## config.mk

```make
export PLATFORM = sky130hd
export DESIGN_NAME = trajectory_autocolor
export DESIGN_NICKNAME = d
export VERILOG_FILES = /design/src/hdl/tac_pkg.sv /design/src/hdl/tac_front.sv /design/src/hdl/tac_queue.sv /design/src/hdl/tac_back.sv /design/src/hdl/trajectory_autocolor.sv
export VERILOG_INCLUDE_DIRS = /design/src /design/src/hdl
export SDC_FILE = /design/constraint.sdc
export NUM_CORES = 2
export LEC_CHECK = 0
export ABC_AREA = 1
export BUFFER_PORTS_ARGS = -buffer_cell sky130_fd_sc_hd__buf_4
export CELL_PAD_IN_SITES_DETAIL_PLACEMENT = 1
export CELL_PAD_IN_SITES_GLOBAL_PLACEMENT = 2
export CORE_ASPECT_RATIO = 1.75
export CORE_UTILIZATION = 30
export DETAILED_ROUTE_END_ITERATION = 10
export HOLD_SLACK_MARGIN = 0.06
export PLACE_DENSITY_LB_ADDON = 0.3
export SYNTH_ARGS = -nofsm -noshare
export SYNTH_HDL_FRONTEND = slang
export SYNTH_SLANG_ARGS = --single-unit
```

## constraint.sdc

```tcl
create_clock -name clk -period 5.8 [get_ports clk]
set_input_delay 0.87 -clock clk [delete_from_list [all_inputs] [get_ports clk]]
set_output_delay 0.87 -clock clk [all_outputs]
set_load 0.1 [all_outputs]
```

## src/hdl/trajectory_autocolor_macros.svh

```systemverilog
// Assertion macros for the trajectory colorizer RTL.
`ifndef TRAJECTORY_AUTOCOLOR_MACROS_SVH
`define TRAJECTORY_AUTOCOLOR_MACROS_SVH

// Same-cycle implication, disabled while reset is asserted.
`define TAC_ASSERT_IMP(lbl, ck, rn, ante, cons, msg) \
	lbl: assert property (@(posedge ck) disable iff (!(rn)) (ante) |-> (cons)) \
		else $error(msg);

// Next-cycle implication, disabled while reset is asserted.
`define TAC_ASSERT_NXT(lbl, ck, rn, ante, cons, msg) \
	lbl: assert property (@(posedge ck) disable iff (!(rn)) (ante) |=> (cons)) \
		else $error(msg);

`endif

```

## src/hdl/tac_pkg.sv

```systemverilog
// Shared codes and types of the trajectory colorizer.
package tac_pkg;

	// Color mode register codes; the unused code behaves as velocity.
	localparam logic [1:0] MODE_VEL = 2'd0;
	localparam logic [1:0] MODE_ACC = 2'd1;
	localparam logic [1:0] MODE_POS = 2'd2;

	// Register index of color_mode on the configuration port.
	localparam logic REG_COLOR_MODE = 1'b0;

	// Status of the queue between front and back.
	typedef struct packed {
		logic full;
		logic empty;
	} tac_qstat_t;

endpackage

```

## src/hdl/tac_front.sv

```systemverilog
// Front end: accepts points, keeps the history and forms the color vector.
module tac_front #(
	parameter int POS_BITS = 16
) (
	input  logic                      clk,
	input  logic                      arst_n,
	input  logic [1:0]                color_mode,
	input  logic                      in_valid,
	output logic                      in_ready,
	input  logic [POS_BITS-1:0]       pos_x,
	input  logic [POS_BITS-1:0]       pos_y,
	input  logic [POS_BITS-1:0]       pos_z,
	input  logic                      clear_history,
	input  tac_pkg::tac_qstat_t       q_stat,
	output logic                      push,
	output logic [4*(POS_BITS+2)-1:0] push_data
);
	import tac_pkg::*;

	localparam int VW = POS_BITS + 2;

	logic [POS_BITS-1:0]  prev_q [3];
	logic [POS_BITS-1:0]  pbp_q [3];
	logic signed [VW-1:0] vec_s1 [3];
	logic                 valid_s1;

	logic [POS_BITS-1:0]  pt [3];
	logic signed [VW-1:0] pt_e [3];
	logic signed [VW-1:0] prv_e [3];
	logic signed [VW-1:0] pbp_e [3];
	logic signed [VW-1:0] vec_c [3];
	logic [VW-1:0]        mag [3];
	logic [VW-1:0]        big;
	logic                 accept;

	assign pt[0] = pos_x;
	assign pt[1] = pos_y;
	assign pt[2] = pos_z;

	assign in_ready = !valid_s1 || !q_stat.full;
	assign accept   = in_valid && in_ready;
	assign push     = valid_s1 && !q_stat.full;

	always_comb begin
		for (int i = 0; i < 3; i++) begin
			pt_e[i]  = {{2{pt[i][POS_BITS-1]}}, pt[i]};
			prv_e[i] = clear_history ? '0 : {{2{prev_q[i][POS_BITS-1]}}, prev_q[i]};
			pbp_e[i] = clear_history ? '0 : {{2{pbp_q[i][POS_BITS-1]}}, pbp_q[i]};
			case (color_mode)
				MODE_ACC: vec_c[i] = pt_e[i] - (prv_e[i] <<< 1) + pbp_e[i];
				MODE_POS: vec_c[i] = pt_e[i];
				default:  vec_c[i] = pt_e[i] - prv_e[i];
			endcase
		end
	end

	// Largest magnitude is formed on the registered vector, in the push cycle.
	always_comb begin
		for (int i = 0; i < 3; i++) begin
			mag[i] = vec_s1[i][VW-1] ? VW'(-vec_s1[i]) : VW'(vec_s1[i]);
		end
		big = mag[0];
		if (mag[1] > big) begin
			big = mag[1];
		end
		if (mag[2] > big) begin
			big = mag[2];
		end
	end

	assign push_data = {big, vec_s1[2], vec_s1[1], vec_s1[0]};

	always_ff @(posedge clk or negedge arst_n) begin
		if (!arst_n) begin
			valid_s1 <= 1'b0;
			for (int i = 0; i < 3; i++) begin
				prev_q[i] <= '0;
				pbp_q[i]  <= '0;
			end
		end else if (accept) begin
			valid_s1 <= 1'b1;
			for (int i = 0; i < 3; i++) begin
				pbp_q[i]  <= clear_history ? '0 : prev_q[i];
				prev_q[i] <= pt[i];
			end
		end else if (push) begin
			valid_s1 <= 1'b0;
		end
	end

	always_ff @(posedge clk) begin
		if (accept) begin
			for (int i = 0; i < 3; i++) begin
				vec_s1[i] <= vec_c[i];
			end
		end
	end

endmodule

```

## src/hdl/tac_queue.sv

```systemverilog
// Short queue of color vectors between the front and the back end.
module tac_queue #(
	parameter int WIDTH = 72,
	parameter int DEPTH = 2
) (
	input  logic                clk,
	input  logic                arst_n,
	input  logic                push,
	input  logic [WIDTH-1:0]    push_data,
	input  logic                pop,
	output logic [WIDTH-1:0]    pop_data,
	output tac_pkg::tac_qstat_t q_stat
);
	import tac_pkg::*;

	localparam int PW = (DEPTH > 1) ? $clog2(DEPTH) : 1;
	localparam int CW = $clog2(DEPTH + 1);

	logic [WIDTH-1:0] mem_q [DEPTH];
	logic [PW-1:0]    wr_ptr_q;
	logic [PW-1:0]    rd_ptr_q;
	logic [CW-1:0]    count_q;

	assign q_stat.full  = (count_q == CW'(DEPTH));
	assign q_stat.empty = (count_q == '0);
	assign pop_data     = mem_q[rd_ptr_q];

	always_ff @(posedge clk or negedge arst_n) begin
		if (!arst_n) begin
			wr_ptr_q <= '0;
			rd_ptr_q <= '0;
			count_q  <= '0;
		end else begin
			if (push) begin
				wr_ptr_q <= (wr_ptr_q == PW'(DEPTH - 1)) ? '0 : wr_ptr_q + PW'(1);
			end
			if (pop) begin
				rd_ptr_q <= (rd_ptr_q == PW'(DEPTH - 1)) ? '0 : rd_ptr_q + PW'(1);
			end
			if (push && !pop) begin
				count_q <= count_q + CW'(1);
			end else if (pop && !push) begin
				count_q <= count_q - CW'(1);
			end
		end
	end

	always_ff @(posedge clk) begin
		if (push) begin
			mem_q[wr_ptr_q] <= push_data;
		end
	end

endmodule

```

## src/hdl/tac_back.sv

```systemverilog
// Back end: three restoring divider lanes turn a vector into channel values.
module tac_back #(
	parameter int POS_BITS   = 16,
	parameter int COLOR_BITS = 8
) (
	input  logic                      clk,
	input  logic                      arst_n,
	input  logic [4*(POS_BITS+2)-1:0] pop_data,
	input  tac_pkg::tac_qstat_t       q_stat,
	output logic                      pop,
	output logic                      out_valid,
	input  logic                      out_ready,
	output logic [COLOR_BITS-1:0]     red,
	output logic [COLOR_BITS-1:0]     green,
	output logic [COLOR_BITS-1:0]     blue
);
	import tac_pkg::*;

	localparam int VW = POS_BITS + 2;
	localparam int NW = POS_BITS + COLOR_BITS + 6;
	localparam int KW = $clog2(COLOR_BITS);

	typedef enum logic [1:0] {BK_IDLE, BK_DIV, BK_DONE} bk_state_t;

	bk_state_t       state_q;
	logic [KW-1:0]   cnt_q;
	logic [NW-1:0]   rem_q [3];
	logic [NW-1:0]   den_q;
	logic [COLOR_BITS-1:0] quo_q [3];

	logic signed [NW-1:0] c_e [3];
	logic signed [NW-1:0] b_e;
	logic signed [NW-1:0] num_c [3];
	logic signed [NW-1:0] den_c;
	logic                 take_out;

	assign pop      = (state_q == BK_IDLE) && !q_stat.empty;
	assign take_out = (state_q == BK_DONE) && (!out_valid || out_ready);

	// Channel = floor((4*M*c + (6*M+5)*B) / (10*B)), M = 2^COLOR_BITS - 1.
	// A zero vector gives a zero divisor, so every quotient bit is set: white.
	always_comb begin
		b_e = {{(NW-VW){1'b0}}, pop_data[3*VW +: VW]};
		for (int i = 0; i < 3; i++) begin
			c_e[i]   = {{(NW-VW){pop_data[i*VW+VW-1]}}, pop_data[i*VW +: VW]};
			num_c[i] = (c_e[i] <<< (COLOR_BITS+2)) - (c_e[i] <<< 2)
				+ (b_e <<< (COLOR_BITS+2)) + (b_e <<< (COLOR_BITS+1)) - b_e;
		end
		den_c = ((b_e <<< 3) + (b_e <<< 1)) <<< (COLOR_BITS-1);
	end

	always_ff @(posedge clk or negedge arst_n) begin
		if (!arst_n) begin
			state_q   <= BK_IDLE;
			cnt_q     <= '0;
			out_valid <= 1'b0;
			red       <= '0;
			green     <= '0;
			blue      <= '0;
		end else begin
			if (out_valid && out_ready && !take_out) begin
				out_valid <= 1'b0;
			end
			case (state_q)
				BK_IDLE: begin
					cnt_q <= '0;
					if (pop) begin
						state_q <= BK_DIV;
					end
				end
				BK_DIV: begin
					cnt_q <= cnt_q + KW'(1);
					if (cnt_q == KW'(COLOR_BITS-1)) begin
						state_q <= BK_DONE;
					end
				end
				BK_DONE: begin
					if (take_out) begin
						out_valid <= 1'b1;
						red       <= quo_q[0];
						green     <= quo_q[1];
						blue      <= quo_q[2];
						state_q   <= BK_IDLE;
					end
				end
				default: begin
					state_q <= BK_IDLE;
				end
			endcase
		end
	end

	always_ff @(posedge clk) begin
		if (pop) begin
			den_q <= NW'(den_c);
			for (int i = 0; i < 3; i++) begin
				rem_q[i] <= NW'(num_c[i]);
				quo_q[i] <= '0;
			end
		end else if (state_q == BK_DIV) begin
			den_q <= den_q >> 1;
			for (int i = 0; i < 3; i++) begin
				if (rem_q[i] >= den_q) begin
					rem_q[i] <= rem_q[i] - den_q;
					quo_q[i] <= {quo_q[i][COLOR_BITS-2:0], 1'b1};
				end else begin
					quo_q[i] <= {quo_q[i][COLOR_BITS-2:0], 1'b0};
				end
			end
		end
	end

endmodule

```

## src/hdl/trajectory_autocolor.sv

```systemverilog
// Top level of the trajectory colorizer: ports, register file and assembly.
//
// Input beats on the s_ channel carry one trajectory point each (x, y, z in
// signed Q8.8) plus a clear_history flag in s_tuser that empties the two-point
// history before the point is used. Each input beat yields exactly one output
// beat on the m_ channel with red, green and blue intensities.
// The color_mode register on the APB-style port selects velocity (0),
// acceleration (1) or raw position (2) as the color vector; code 3 acts as
// velocity. Write it only while the block is idle. pready is always high.
// The three restoring divider lanes in the back end produce one quotient bit
// per cycle each; the back end takes no new vector from the queue until its
// finished color has moved to the output registers.
// A two-entry queue sits between the front end and the divider, so points are
// taken while a finished color still waits for the receiver. When m_tready is
// low the output holds, the divider and queue fill, and s_tready drops.
// Reset clears the history, the queue, the output valid and color_mode.

`include "trajectory_autocolor_macros.svh"

module trajectory_autocolor #(
	parameter int POS_BITS   = 16,
	parameter int COLOR_BITS = 8
) (
	input  logic        clk,
	input  logic        arst_n,
	// Slave stream.
	input  logic        s_tvalid,
	output logic        s_tready,
	input  logic [((3*POS_BITS+7)/8)*8-1:0] s_tdata,  // pos_x, pos_y, pos_z, zero pad
	input  logic [0:0]  s_tuser,                      // clear_history
	// Master stream.
	output logic        m_tvalid,
	input  logic        m_tready,
	output logic [((3*COLOR_BITS+7)/8)*8-1:0] m_tdata, // red, green, blue, zero pad
	// Configuration port.
	input  logic        psel,
	input  logic        penable,
	input  logic        pwrite,
	input  logic [2:0]  paddr,
	input  logic [31:0] pwdata,
	output logic [31:0] prdata,
	output logic        pready
);
	import tac_pkg::*;

	localparam int VW     = POS_BITS + 2;
	localparam int QW     = 4 * VW;
	localparam int OUT_DW = ((3*COLOR_BITS+7)/8)*8;

	logic [1:0]            color_mode_q;
	logic                  q_push;
	logic                  q_pop;
	logic [QW-1:0]         q_wdata;
	logic [QW-1:0]         q_rdata;
	tac_qstat_t            q_stat;
	logic [COLOR_BITS-1:0] red;
	logic [COLOR_BITS-1:0] green;
	logic [COLOR_BITS-1:0] blue;

	// The register index is the word address; the byte offset bits are ignored.
	assign pready = 1'b1;
	assign prdata = (paddr[2] == REG_COLOR_MODE) ? {30'd0, color_mode_q} : 32'd0;

	always_ff @(posedge clk or negedge arst_n) begin
		if (!arst_n) begin
			color_mode_q <= MODE_VEL;
		end else if (psel && penable && pwrite && pready && (paddr[2] == REG_COLOR_MODE)) begin
			color_mode_q <= pwdata[1:0];
		end
	end

	tac_front #(
		.POS_BITS(POS_BITS)
	) u_front (
		.clk          (clk),
		.arst_n       (arst_n),
		.color_mode   (color_mode_q),
		.in_valid     (s_tvalid),
		.in_ready     (s_tready),
		.pos_x        (s_tdata[POS_BITS-1:0]),
		.pos_y        (s_tdata[2*POS_BITS-1:POS_BITS]),
		.pos_z        (s_tdata[3*POS_BITS-1:2*POS_BITS]),
		.clear_history(s_tuser[0]),
		.q_stat       (q_stat),
		.push         (q_push),
		.push_data    (q_wdata)
	);

	tac_queue #(
		.WIDTH(QW),
		.DEPTH(2)
	) u_queue (
		.clk      (clk),
		.arst_n   (arst_n),
		.push     (q_push),
		.push_data(q_wdata),
		.pop      (q_pop),
		.pop_data (q_rdata),
		.q_stat   (q_stat)
	);

	tac_back #(
		.POS_BITS  (POS_BITS),
		.COLOR_BITS(COLOR_BITS)
	) u_back (
		.clk      (clk),
		.arst_n   (arst_n),
		.pop_data (q_rdata),
		.q_stat   (q_stat),
		.pop      (q_pop),
		.out_valid(m_tvalid),
		.out_ready(m_tready),
		.red      (red),
		.green    (green),
		.blue     (blue)
	);

	assign m_tdata = OUT_DW'({blue, green, red});

	// The front end never pushes into a full queue.
	`TAC_ASSERT_IMP(a_no_overflow, clk, arst_n, q_push, !q_stat.full, "queue overflow")
	// The divider never pops an empty queue.
	`TAC_ASSERT_IMP(a_no_underflow, clk, arst_n, q_pop, !q_stat.empty, "queue underflow")
	// After a pop the divider is busy and cannot pop again at once.
	`TAC_ASSERT_NXT(a_pop_spacing, clk, arst_n, q_pop, !q_pop, "back-to-back pop")

endmodule
```

== Yosys cells after proc, flatten, opt, wreduce, memory -nomap -nowiden ==
Memories as Yosys holds them, arrays and structs flattened.
Cells that the tools add are included.
W data, S select, Z words.
Operators by class
  add/sub/neg operators: 33
  multiply operators: 0
  div/mod/pow operators: 0
  magnitude comparators: 5
  equality and inequality tests: 9
  shifts and indexed selects: 0
  multiplexer cells: 73
  bitwise operators: 10
  reductions and logical operators: 28
Operators with widths (number)
  $mux W18: 11
  $mux W30: 5
  $pmux W18 S2: 3
  $sub A16 B18 Y18: 6
  $add A30 B28 Y30: 3
  $add A30 B29 Y30: 3
  $ge A30 B30 Y1: 3
  $sub A30 B19 Y30: 3
  $sub A30 B30 Y30: 3
  $sub A28 B20 Y29: 3
  $add A18 B18 Y18: 3
  $neg A18 Y18: 3
  $mux W16: 3
  $mux W8: 6
  $mux W1: 37
  $gt A18 B18 Y1: 2
  $add A21 B19 Y22: 1
  $mux W2: 6
  $logic_and A1 B1 Y1: 11
  $or A1 B1 Y1: 9
  $reduce_bool A2 Y1: 4
  $logic_not A1 Y1: 7
  $eq A2 B2 Y1 const B: 3
  $ne A2 B1 Y1 const B: 3
  other kinds (13): 17
Storage, ports and cells
  flip-flop bits (word level): 163
  latch bits: 0
  bits in writable memories: 312
  ROM bits: 0
  bits of input ports: 91
  output and inout bits: 59
  logic and storage cells: 181
  memories: 4
Memories
  u_queue.mem_q: words 2, width 72, read ports 1, clocked after memory_dff 0, wr ports 1, line tac_queue.sv:19  | logic [WIDTH-1:0] mem_q [DEPTH];
  u_back.rem_q: words 3, width 30, read ports 3, clocked after memory_dff 0, wr ports 3, line tac_back.sv:27  | logic [NW-1:0] rem_q [3];
  u_front.vec_s1: words 3, width 18, read ports 3, clocked after memory_dff 0, wr ports 3, line tac_front.sv:24  | logic signed [VW-1:0] vec_s1 [3];
  u_back.quo_q: words 3, width 8, read ports 3, clocked after memory_dff 0, wr ports 3, line tac_back.sv:29  | logic [COLOR_BITS-1:0] quo_q [3];

== Depth between registers and ports, before layout ==
  depth after elaboration: 8
  mapped depth: 38
  gate-level depth less buffers: 36

== Cells and area by module ==
Synthesis repeated with hierarchy kept, for this count alone.
Unflattened totals
  cells, all modules: 6383
  area total of the unflattened synthesis: 46952.5 sq um
By module, submodules not included
  tac_back: times used 1, cells an instance 3729, area an instance 24867.6 sq um, seq. area each 4964.8 sq um
  tac_front: times used 1, cells an instance 2355, area an instance 15981.6 sq um, seq. area each 4048.9 sq um
  tac_queue: times used 1, cells an instance 249, area an instance 5751.8 sq um, seq. area each 4424.2 sq um
  trajectory_autocolor: times used 1, cells an instance 50, area an instance 351.6 sq um, seq. area each 50.0 sq um

== Worst setup path after synthesis ==
Ideal clock, no wire load.
  path type: register to register
  start: memory u_front.vec_s1[0][18] in the netlist's numbering
  end: memory u_queue.mem_q[0][62], data pin
  setup time: 0.258 ns
  arrival time: 5.095 ns
  data required time: 5.542 ns
  slack: 0.447 ns
  stages on the path, launching flop included: 32
  path buffers: 2
  clock period less this slack: 5.353 ns
  cells stage by stage: edfxtp_1 inv_1 ha_1 inv_1 nor3_1 nand3_1 o31ai_1 nand2_1 or2_0 xor2_1 inv_1 ha_1 nand2_1 nor4b_1 nand4_4 clkbuf_1 nand3b_1 nand2_1 ha_1 a21oi_1 nor2_1 a211oi_1 a21oi_1 nor2_1 nor2_1 nor2_1 o21ai_0 nand2_1 clkinv_1 buf_2 nand2_1 nand2_1
RTL lines (line)
  start: declaration: tac_front.sv:24
  end: declaration: tac_queue.sv:19

==> impl_results.md <==
* Outcome: completed
* Critical Path Sink: u_back.rem_q[0][29]
* Vias in the first global route at 40644
* Placer Congestion at 1.14
* H-tree depth at 2
* Crit. path cell count at 22
* Max Buffers Root-to-Sink at 3
* DR DRC count at 0
* Vias per cell at about 5.0
* DP Area at between 0.04 and 0.05 mm²
* Critical path buffers and inverters at 5
* Via count at between 30000 and 40000
* Worst setup EP type: flip-flop
* Endpoints failing setup at 0
* Worst r2r src: u_queue.rd_ptr_q
* Ys flop type: edfxtp_1
* Netlist Area Pre-Place at around 0.043 mm²
* Fmax at roughly 180 MHz
* Die Span Y at ~500 µm
* Crit path kind: flip-flop to flip-flop
* Synth cell types at 74
* EDFF count, synth at between 300 and 400
* WL final at roughly 160 mm
* Max stage delay on crit path at roughly 500 ps
* Setup WS pre-CTS at 37.2 ps
* Worst r2r path cells at 22
* Yosys reg bits at between 400 and 500
* NumNets Final at between 6000 and 7000
* Post-Synthesis Cells at between 5000 and 6000
* Fin. Hold Viols at 0
* RSZ-0062 raised after global routing: no
* Non-Filler Instances at between 7000 and 8000
* IO Port Bufs at 86
* CORE AREA at roughly 0.14 mm²
* DR iter-0 viols at between 1000 and 1500
* Final worst slack at between 300 and 400 ps
* ANT nets after route at 0
* Peak fanout along the critical path at 51
* CP delay by family, top: compound AO/OA/AOI/OAI gates
* Most common cell after layout, fill and taps aside: nand2_1
* Row cnt at approximately 180
* Sequential area share after synthesis at 0.312
* CTS tree: done
* Mean Syn Cell Area at 7.87 µm²
* Reg-to-reg slack, setup at around 330 ps
* Synth async-reset ratio at 0.281
* Layout fillers at about 17000
* Worst-path clk slew at around 70 ps
* CP cell instances: buf_12 > buf_4 > o21ai_0 > inv_1 > ha_1 > nand2_1 > inv_1 > a221oi_2 > o221a_2 > o211ai_1 > xor2_1 > fa_1 > inv_1 > ha_1 > nand2_1 > nor3_1 > nor3b_2 > a221oi_1 > nand2_1 > xnor2_1 > nand4_1 > nand2_1
* Largest net degree at the start of global routing at about 170
* Min-Delay Path Class: input port to flip-flop
* Design Area, Final at 0.0487 mm²
* Crit share post-route at 0.943
* Clock sink total at approximately 470
* Most used cell, CP: nand2_1
* Worst setup SP type: flip-flop
* CP required at approximately 6400 ps
* First-pass GRT wire length at 239 mm
* Clk root buf: clkbuf_16
* First-pass iteration count of the detailed router at 5
* Total track usage at 0.216
* Crit path from: u_queue.rd_ptr_q
* Most frequent cells in the layout: nand2_1 (1142), inv_1 (848), ha_1 (435), a21oi_1 (428), o21ai_0 (408)
* Synth warn at 0
* Share of cells above drive strength 1 at 0.0849
* IO Count at 150
* Reg-to-reg endpoint: u_back.rem_q[0][29]
* Min cycle time layout at 5470 ps
* Clock latency at the later pin of the worst-skew pair at approximately 700 ps
* GRT overflow at 0
* Max_cap viols at 0
* Die ar. at roughly 0.15 mm²
* Initial Utilization at 0.302
* Slew HR at 0.110
* Hpwl dp at between 100 and 150 mm
* Slew Viols, Final at 0
* Routed length per instance at approximately 21 µm
* Area grow syn2layout at 12.5%
* Worst EP arrival at between 6000 and 7000 ps
* Slowest stage cell, crit path: fa_1
* Die span in x at about 290 µm
* Post-route setup TNS at 0 ps
* Worst-margin pin slew at between 1000 and 1500 ps
* Clock Skews at roughly 75 ps
* CTS Buf Count at 53
* Initial antenna violation count at 1
* Inst Count DP at 7434
==> worst reg2reg max path, delay by kind of cell (launching register included) <==
family	cells	cell delay (ps)
DFF	1	460
adders and majority gates	3	1240
and+or+nand+nor	7	900
AOI/OAI and AO/OA	5	1520
buffers and inverters	5	660
xor gates and xnor gates	2	520
==> worst min path at each step <==
stage                                startpoint                    to  slack (ps)  cells past startpoint
final                                  m_tready     u_back.state_q[1]         410                      2
after global routing                   m_tready     u_back.state_q[1]         410                      2
after CTS                              m_tready     u_back.state_q[1]         370                      2
after detailed placement   u_front.vec_s1[0][5]   u_queue.mem_q[0][5]         470                      0
after global placement       u_back.quo_q[0][7]         u_back.red[7]         460                      1
after floorplan           u_front.vec_s1[0][17]  u_queue.mem_q[0][17]         440                      0
==> state kept, by name, summed over array words and instances (netlist names), 3 cells and up <==
name,flops
u_front.vec_s1,54
u_back.quo_q,24
u_back.red,8
u_back.rem_q,90
u_front.pbp_q,48
u_back.cnt_q,3
u_front.prev_q,48
u_queue.mem_q,144
u_back.den_q,29
u_back.blue,8
u_back.green,8
==> per-stage QoR <==
stage          hold WS, ps   util
5_1_grt                407  0.340
6_report               406  0.340
4_1_cts                371  0.338
3_3_place_gp           462  0.324
3_5_place_dp           472  0.324
2_1_floorplan          443      -
==> layer usage <==
metal	up-vias	global-route usage	wire, µm
li1	18599	-	-
met1	18053	0.198	53200
met2	497	0.440	89800
met3	328	0.0187	2950
met4	0	0.137	11500
met5	-	0	0
==> logic make-up after synthesis <==
logic type | count (synthesis) | share of synthesized area
adders and majority gates | 559 | 0.182
xor gates and xnor gates | 317 | 0.0641
buffers and inverters | 1010 | 0.0928
other | 2 | 0.000173
and+or+nand+nor | 1893 | 0.186
muxes | 6 | 0.00147
AOI/OAI and AO/OA | 1243 | 0.162
DFF | 474 | 0.312
==> area by class of cell <==
cell class                      count  area [µm²]  share of cell area
Antenna cell                        2        5.00            0.000103
Inverter                          871        3280              0.0673
Multi-Input combinational cell   4049       26100               0.537
Clock buffer                       66        1500              0.0308
Clock inverter                     34         438             0.00899
Sequential cell                   474       13500               0.277
Tap cell                         1860        2330              0.0478
Timing Repair Buffer              193        1540              0.0317
==> cells in the mapped netlist, drive strengths merged (5+ instances only) <==
library cell	count	area (µm²)
ha	442	5530
a211oi	8	60.1
fa	117	2340
a21boi	19	150
dfrtp	133	3330
a31oi	34	219
xor2	192	1680
dfxtp	8	160
nor2	317	1230
nand2	1180	4540
nor4	21	131
and2	6	37.5
o221ai	8	70.1
o211ai	18	140
buf	65	469
a221oi	12	105
clkinv	5	18.8
nand3	163	831
nor3	67	350
clkbuf	74	278
edfxtp	333	10000
nand3b	23	176
nand4	51	340
xnor2	125	1090
nor3b	6	45.0
o22ai	27	169
o21ai	541	2800
o21a	16	120
a21oi	436	2200
a22oi	15	113
o21bai	29	218
o2111ai	11	96.3
a21o	42	315
o31ai	14	119
or2	57	357
inv	866	3250
==> repair_timing <==
action / CTS / global route
buffers inserted: 0 / 12
setup endpoints to repair: 7 / 49
endpoints found under the hold margin: 3 / 0
pin swaps: 0 / 21
gates cloned: 0 / 0
resized for setup: 1 / 48
hold buffers: 1 / 0
Power is left out: the tool's default activity adds up to more than one toggle a clock period on the data nets, which glitch-free logic cannot reach.
